File: config.mk
export PLATFORM = sky130hd
export DESIGN_NAME = sbus_frame_codec_core
export DESIGN_NICKNAME = d
export VERILOG_FILES = /design/src/hdl/sfc_pkg.sv /design/src/hdl/sfc_echo_ram.sv /design/src/hdl/sbus_frame_codec_core.sv
export SDC_FILE = /design/constraint.sdc
export NUM_CORES = 1
export LEC_CHECK = 0
export ABC_AREA = 1
export BUFFER_PORTS_ARGS = -buffer_cell sky130_fd_sc_hd__clkbuf_2
export CAP_MARGIN = 30
export CORE_AREA = 5 5 209 211
export CTS_CLUSTER_SIZE = 20
export DETAILED_ROUTE_END_ITERATION = 10
export DIE_AREA = 0 0 214 216
export GPL_ROUTABILITY_DRIVEN = 0
export GPL_TIMING_DRIVEN = 0
export PLACE_DENSITY = 0.56
export SLEW_MARGIN = 0
export SYNTH_ARGS = -nofsm -noshare
export SYNTH_HDL_FRONTEND = slang
export SYNTH_SLANG_ARGS = --single-unit
export TNS_END_PERCENT = 5
File: constraint.sdc
create_clock -name clk -period 3.9 [get_ports clk]
set_clock_uncertainty 0.05 [all_clocks]
set_input_delay 0.195 -clock clk [delete_from_list [all_inputs] [get_ports clk]]
set_output_delay 0.195 -clock clk [all_outputs]
set_load 0.01 [all_outputs]
File: src/hdl/sfc_pkg.sv
// ----------------------------------------------------------------------------
// sfc_pkg
// Shared constants for the 11-bit channel frame codec.
// ----------------------------------------------------------------------------
package sfc_pkg;

	localparam int FRAME_BYTES_DEF = 25;
	localparam int CH_BITS         = 11;
	localparam int NUM_CH          = 8;
	localparam int PACKED_BYTES    = 11;
	localparam int PACKED_BITS     = CH_BITS * NUM_CH;
	localparam int FIRST_ECHO      = PACKED_BYTES + 1;
	localparam int LO_AW           = $clog2(PACKED_BYTES);

	// stream payload widths
	localparam int S_TDATA_W = 8 + PACKED_BITS;
	localparam int M_TDATA_W = PACKED_BITS + 8;

	localparam logic [7:0] START_BYTE = 8'h0F;
	localparam logic [7:0] END_BYTE   = 8'h00;

	localparam logic CMD_RX      = 1'b0;
	localparam logic CMD_TX      = 1'b1;
	localparam logic KIND_DECODE = 1'b0;
	localparam logic KIND_TX     = 1'b1;

endpackage

File: src/hdl/sfc_echo_ram.sv
// ----------------------------------------------------------------------------
// sfc_echo_ram
// Frame store for the echoed tail slots. One write and one registered read
// per cycle; per-entry valid bits make unwritten entries read as zero.
// ----------------------------------------------------------------------------
module sfc_echo_ram #(
	parameter int DEPTH = sfc_pkg::FRAME_BYTES_DEF - sfc_pkg::FIRST_ECHO,
	parameter int AW    = (DEPTH > 1) ? $clog2(DEPTH) : 1
) (
	input  logic          clk,
	input  logic          arst_n,
	input  logic          wr_en,
	input  logic [AW-1:0] wr_addr,
	input  logic [7:0]    wr_data,
	input  logic [AW-1:0] rd_addr,
	output logic [7:0]    rd_data
);
	import sfc_pkg::*;

	logic [7:0]       mem [DEPTH];
	logic [DEPTH-1:0] vld_q;
	logic [7:0]       rd_mem_q;
	logic             rd_vld_q;

	always_ff @(posedge clk) begin
		if (wr_en) begin
			mem[wr_addr] <= wr_data;
		end
		rd_mem_q <= mem[rd_addr];
	end

	always_ff @(posedge clk or negedge arst_n) begin
		if (!arst_n) begin
			vld_q    <= '0;
			rd_vld_q <= 1'b0;
		end else begin
			if (wr_en) begin
				vld_q[wr_addr] <= 1'b1;
			end
			rd_vld_q <= vld_q[rd_addr];
		end
	end

	assign rd_data = rd_vld_q ? rd_mem_q : 8'h00;

endmodule

File: src/hdl/sbus_frame_codec_core.sv
// ----------------------------------------------------------------------------
// sbus_frame_codec_core
// 11-bit channel frame codec: stores received bytes, decodes channel sets
// and builds transmit frames with the stored tail echoed back.
// ----------------------------------------------------------------------------
// Input stream s_axis: tuser is the command (0 received byte, 1 transmit
// request); tdata carries rx_byte and the eight transmit channels.
// Output stream m_axis: tuser is the result kind (0 decoded set, 1 frame
// byte), tlast marks the final frame byte; tdata carries eight decoded
// channels and tx_byte.
// A received byte is taken every cycle while no frame is sent and m_axis
// does not stall; a 0x00 byte presents its decoded set in the cycle after
// the transfer. A transmit request gives FRAME_BYTES output transfers,
// one per cycle while m_axis does not stall; the byte sequencer loads them
// into the output register, reading the tail from the single echo RAM read
// port, and input is held off until the last byte is loaded. Slots 1-11
// sit in flops, the tail slots in the echo RAM.
// Reset clears the store (valid bits, no sweep) and the write index.
// When m_axis stalls, the output register holds and s_axis_tready drops.
// ----------------------------------------------------------------------------
module sbus_frame_codec_core #(
	parameter int FRAME_BYTES = sfc_pkg::FRAME_BYTES_DEF
) (
	input  logic                         clk,
	input  logic                         arst_n,
	// tdata: rx_byte, tx_channel_0 .. tx_channel_7
	input  logic [sfc_pkg::S_TDATA_W-1:0] s_axis_tdata,
	// tuser: command
	input  logic                         s_axis_tuser,
	input  logic                         s_axis_tvalid,
	output logic                         s_axis_tready,
	// tdata: rx_channel_0 .. rx_channel_7, tx_byte
	output logic [sfc_pkg::M_TDATA_W-1:0] m_axis_tdata,
	// tuser: result_kind
	output logic                         m_axis_tuser,
	output logic                         m_axis_tlast,
	output logic                         m_axis_tvalid,
	input  logic                         m_axis_tready
);
	import sfc_pkg::*;

	localparam int IW         = $clog2(FRAME_BYTES);
	localparam int ECHO_DEPTH = FRAME_BYTES - FIRST_ECHO;
	localparam int EW         = (ECHO_DEPTH > 1) ? $clog2(ECHO_DEPTH) : 1;

	logic [7:0]             lo_q [PACKED_BYTES];
	logic [PACKED_BITS-1:0] lo_bits;
	logic [IW-1:0]          wi_q;
	logic [IW:0]            wi_inc;
	logic [IW-1:0]          nwi;

	logic                   busy_q;
	logic [IW-1:0]          idx_q;
	logic [IW-1:0]          idx_nxt;
	logic [PACKED_BITS-1:0] packed_q;
	logic [LO_AW-1:0]       pk_sel;
	logic [7:0]             tx_sel;

	logic                   out_vld_q;
	logic [M_TDATA_W-1:0]   out_data_q;
	logic                   out_user_q;
	logic                   out_last_q;

	logic                   out_ok;
	logic                   s_acc;
	logic                   emit;
	logic                   at_last;
	logic [7:0]             rx_byte;
	logic                   is_rx;
	logic                   is_data;
	logic                   is_end;

	logic                   ram_we;
	logic [EW-1:0]          ram_waddr;
	logic [EW-1:0]          ram_raddr;
	logic [7:0]             ram_rdata;

	assign rx_byte = s_axis_tdata[7:0];
	assign out_ok  = !out_vld_q || m_axis_tready;
	assign s_axis_tready = !busy_q && out_ok;
	assign s_acc   = s_axis_tvalid && s_axis_tready;
	assign is_rx   = s_acc && (s_axis_tuser == CMD_RX);
	assign is_end  = is_rx && (rx_byte == END_BYTE);
	assign is_data = is_rx && (rx_byte != END_BYTE) && (rx_byte != START_BYTE);

	for (genvar g = 0; g < PACKED_BYTES; g++) begin : g_lo
		assign lo_bits[8*g +: 8] = lo_q[g];
	end

	// saturating write index
	assign wi_inc = {1'b0, wi_q} + (IW+1)'(1);
	assign nwi    = (wi_inc < (IW+1)'(FRAME_BYTES)) ? wi_inc[IW-1:0]
	                                                : IW'(FRAME_BYTES - 1);

	assign ram_we    = is_data && (nwi >= IW'(FIRST_ECHO));
	assign ram_waddr = EW'(nwi - IW'(FIRST_ECHO));

	// frame byte sequencer; RAM read is addressed with the next index, so its registered data matches idx_q
	assign emit    = busy_q && out_ok;
	assign at_last = (idx_q == IW'(FRAME_BYTES - 1));
	assign idx_nxt = emit ? (at_last ? '0 : idx_q + IW'(1)) : idx_q;
	assign ram_raddr = (idx_nxt >= IW'(FIRST_ECHO)) ? EW'(idx_nxt - IW'(FIRST_ECHO))
	                                                 : '0;

	assign pk_sel = LO_AW'(idx_q - IW'(1));

	always_comb begin
		if (idx_q == '0) begin
			tx_sel = START_BYTE;
		end else if (idx_q < IW'(FIRST_ECHO)) begin
			tx_sel = packed_q[{pk_sel, 3'b000} +: 8];
		end else begin
			tx_sel = ram_rdata;
		end
	end

	sfc_echo_ram #(
		.DEPTH (ECHO_DEPTH),
		.AW    (EW)
	) u_echo_ram (
		.clk     (clk),
		.arst_n  (arst_n),
		.wr_en   (ram_we),
		.wr_addr (ram_waddr),
		.wr_data (rx_byte),
		.rd_addr (ram_raddr),
		.rd_data (ram_rdata)
	);

	always_ff @(posedge clk or negedge arst_n) begin
		if (!arst_n) begin
			for (int i = 0; i < PACKED_BYTES; i++) begin
				lo_q[i] <= 8'h00;
			end
			wi_q      <= '0;
			busy_q    <= 1'b0;
			idx_q     <= '0;
			out_vld_q <= 1'b0;
		end else begin
			if (is_rx && (rx_byte == START_BYTE)) begin
				wi_q <= '0;
			end else if (is_data) begin
				wi_q <= nwi;
				if (nwi < IW'(FIRST_ECHO)) begin
					lo_q[LO_AW'(nwi - IW'(1))] <= rx_byte;
				end
			end

			if (s_acc && (s_axis_tuser == CMD_TX)) begin
				busy_q <= 1'b1;
			end else if (emit && at_last) begin
				busy_q <= 1'b0;
			end
			idx_q <= idx_nxt;

			if (emit || is_end) begin
				out_vld_q <= 1'b1;
			end else if (out_ok) begin
				out_vld_q <= 1'b0;
			end
		end
	end

	always_ff @(posedge clk) begin
		if (s_acc && (s_axis_tuser == CMD_TX)) begin
			packed_q <= s_axis_tdata[S_TDATA_W-1:8];
		end
		if (emit) begin
			out_data_q <= {tx_sel, {PACKED_BITS{1'b0}}};
			out_user_q <= KIND_TX;
			out_last_q <= at_last;
		end else if (is_end) begin
			out_data_q <= {8'h00, lo_bits};
			out_user_q <= KIND_DECODE;
			out_last_q <= 1'b0;
		end
	end

	assign m_axis_tvalid = out_vld_q;
	assign m_axis_tdata  = out_data_q;
	assign m_axis_tuser  = out_user_q;
	assign m_axis_tlast  = out_last_q;

endmodule

==> flow_metrics.env <==
export IMPL_status="completed"
export IMPL_grtUsageMet3=0.0357
export IMPL_numCtsBuffers=45
export IMPL_dp_cells=2335
export IMPL_cts_buffer_depth=3
export IMPL_wl_um=47100
export IMPL_syn_to_final_growth_pct=25.1
export IMPL_drv_cap=0
export IMPL_synth_adder_area_share=0.00307
export IMPL_pre_cts_ws_ps=278
export IMPL_rsz0062_at_grt="no"
export IMPL_final_util=0.491
export IMPL_met2_usage=0.335
export IMPL_post_route_min_period_ps=3440
export IMPL_finalNonFillerCells=2514
export IMPL_synth_xor_area_frac=0.00161
export IMPL_wl_per_cell_um=18.7
export IMPL_synth_cell_area_um2=16300
export IMPL_worstSetupPathType="flip-flop to flip-flop"
export IMPL_antenna_found_initial=3
export IMPL_critPathCaptureType="flip-flop"
export IMPL_fin_tns_setup_ps=0
export IMPL_async_flop_share=0.277
export IMPL_ant_nets=0
export IMPL_grt_pass1_wl_um=73200
export IMPL_setup_viol=0
export IMPL_relSlewSlack=0.339
export IMPL_synth_edf_count=201
export IMPL_leakagePower_nw=8.47
export IMPL_synth_compound_area_frac=0.100
export IMPL_drive_gt1_frac=0.176
export IMPL_cts_root_buf="clkbuf_16"
export IMPL_fmax_ghz=0.291
export IMPL_cp_arrival_ps=3690
export IMPL_drtIter0Drc=1062
export IMPL_synth_flop_cell="edfxtp_1"
export IMPL_synth_top_area_share=0.370
export IMPL_ios=201
export IMPL_vias=12600
export IMPL_htreeDepth=2
export IMPL_synth_avg_cell_area_um2=10.2
export IMPL_initial_core_util=0.393
export IMPL_postCtsSetupBuffers=0
export IMPL_final_common_cell="nor2_1"
export IMPL_rows=75
export IMPL_finalWorstSetupSlack_ps=461
export IMPL_viasPerCell=5.00
export IMPL_core_area_um2=41600
export IMPL_synth_seq_cells=412
export IMPL_grt_busiest_layer="met2"
export IMPL_syn_inst=1593
export IMPL_ys_seq_area_frac=0.663
export IMPL_crit_path_max_fanout=11
export IMPL_synth_area_mux_share=0
export IMPL_yosysTopAreaCell="edfxtp_1"
export IMPL_met1_usage=0.265
export IMPL_holdWs_ps=46.3
export IMPL_worst_pin_slew_ps=987
export IMPL_clock_latency_ps=590
export IMPL_numClockSinks=412
export IMPL_synth_area_top_cells="edfxtp_1 (37%), dfrtp_1 (17%), dfxtp_1 (12%)"
export IMPL_grt_max_degree=83
export IMPL_synth_simple_area_share=0.186
export IMPL_ys_warnings_count=0
export IMPL_drc=0
export IMPL_ys_types=44
export IMPL_ir_drop_mv=0.316
export IMPL_grt_usage=0.200
export IMPL_place_hpwl_um=31500
export IMPL_slew_viol_final=0
export IMPL_dieWidth_um=214
export IMPL_die_h_um=216
export IMPL_cts_tree="built"
export IMPL_synth_top_family_by_area="simple AND/OR/NAND/NOR gates"
export IMPL_grt_ovfl_total=0
export IMPL_hold_violations=0
export IMPL_layout_common_cells="nor2_1 (302), nand2_1 (244), edfxtp_1 (201), clkbuf_2 (200), o21ai_0 (140)"
export IMPL_synth_nets=1698
export IMPL_io_buffers=200
export IMPL_clk_pin_slew_worst_paths_ps=60
export IMPL_grt_pass1_vias=12800
export IMPL_firstDrtPassIters=5
export IMPL_p_per_area_nw_per_um2=674
export IMPL_cp_required_ps=4150
export IMPL_dieArea_um2=46200
export IMPL_nets=2041
export IMPL_critPathLaunchType="flip-flop"
export IMPL_min_path_type="primary input to flip-flop"
export IMPL_post_route_period_util=0.882
worst max-delay path, cell delays in order (launching register included):
cell and delay, ps:
dfrtp_1 550, inv_2 170, clkbuf_2 260, ha_1 320, clkbuf_1 400, inv_1 260, clkbuf_1 310, o21ai_0 150
o22ai_1 110, o211ai_1 250, o21ai_0 130, nand2_1 100, a31oi_1 90
layout make-up:
class	instances	area (µm²)
antenna	2	5.00
buffer	89	385
clock buffer	63	1260
clock inverter	21	143
fill	3779	21100
inverter	96	363
multi-input combinational	996	4750
sequential	412	10800
tap	539	674
timing repair buffer	296	2010
where the power goes:
| group | switching, mW | total (mW) | internal (mW) |
|---|---|---|---|
| Sequential | 0.269 | 5.36 | 5.10 |
| Combinational | 3.04 | 4.30 | 1.26 |
| Clock | 1.76 | 4.10 | 2.33 |
| Total | 5.07 | 13.8 | 8.69 |
per-layer routing:
metal  up-vias  wire length (µm)
li1       6037                 -
met1      6051             20800
met4         2              1310
met5         -                11
met2       401             22300
met3        90              2680
repair_timing:
item                       in CTS  in global routing
hold buffers                   93                  0
hold endpoints to repair      209                  0
setup endpoints to repair       0                  1
resized for setup               0                  2
per-stage QoR:
stage | area (µm²) | power (mW)
global route | 20400 | 14.6
floorplan | 16300 | 8.16
detailed placement | 18100 | 9.65
global placement | 18000 | 9.61
finish | 20400 | 13.8
CTS | 20400 | 13.9
sequential cells by signal (all words and copies together), names as in the netlist:
| name | cells |
|---|---|
| busy_q | 1 |
| packed_q | 88 |
| u_echo_ram.vld_q | 13 |
| u_echo_ram.rd_mem_q | 8 |
| u_echo_ram.rd_vld_q | 1 |
| idx_q | 5 |
| lo_bits | 88 |
| m_axis_tdata | 96 |
| wi_q | 5 |
| m_axis_tvalid | 1 |
| u_echo_ram.mem | 104 |
| m_axis_tuser | 1 |
| m_axis_tlast | 1 |
path summary, 6_finish.rpt:
kind | cells after the start | slack (ps) | from | endpoint
max | 12 | 460 | idx_q[0] | m_axis_tdata[88]
min | 1 | 50 | s_axis_tdata[0] | u_echo_ram.mem[10][0]
max reg2reg | 12 | 460 | idx_q[0] | m_axis_tdata[88]
min reg2reg | 2 | 400 | m_axis_tuser | m_axis_tuser
max in group asynchronous | 3 | 3260 | arst_n | u_echo_ram.vld_q[2]
min in group asynchronous | 3 | 90 | arst_n | lo_bits[37]
cell families (layout without fill, tap and decap cells):
group,Yosys count,after routing
flip-flops,412,412
other,0,2
AO/OA/AOI/OAI,302,302
AND/OR/NAND/NOR,687,687
adder cells (fa/ha/maj),4,4
XOR/XNOR,3,3
buffers and inverters,185,565
Yosys cell counts, types with 2 or more instances:
cell and n:
nand3_4 10, nor2_2 4, nand3_2 4, o22ai_1 5, edfxtp_1 201, buf_2 24
nand2_1 244, ha_1 4, a31oi_1 9, o21ai_1 97, dfxtp_1 97, nor2_4 4
nand4_1 3, dfrtp_1 114, xor2_1 2, nand3b_1 28, o21ai_0 140, nand3_1 73
or2_2 5, inv_2 13, nor2_1 302, inv_1 83, buf_1 2, nand2_2 3
nor3_1 2, a211oi_1 3, o211ai_1 4, clkbuf_1 61, o221ai_1 12, a21oi_1 26
No activity file was read; power rests on OpenSTA's default activity.
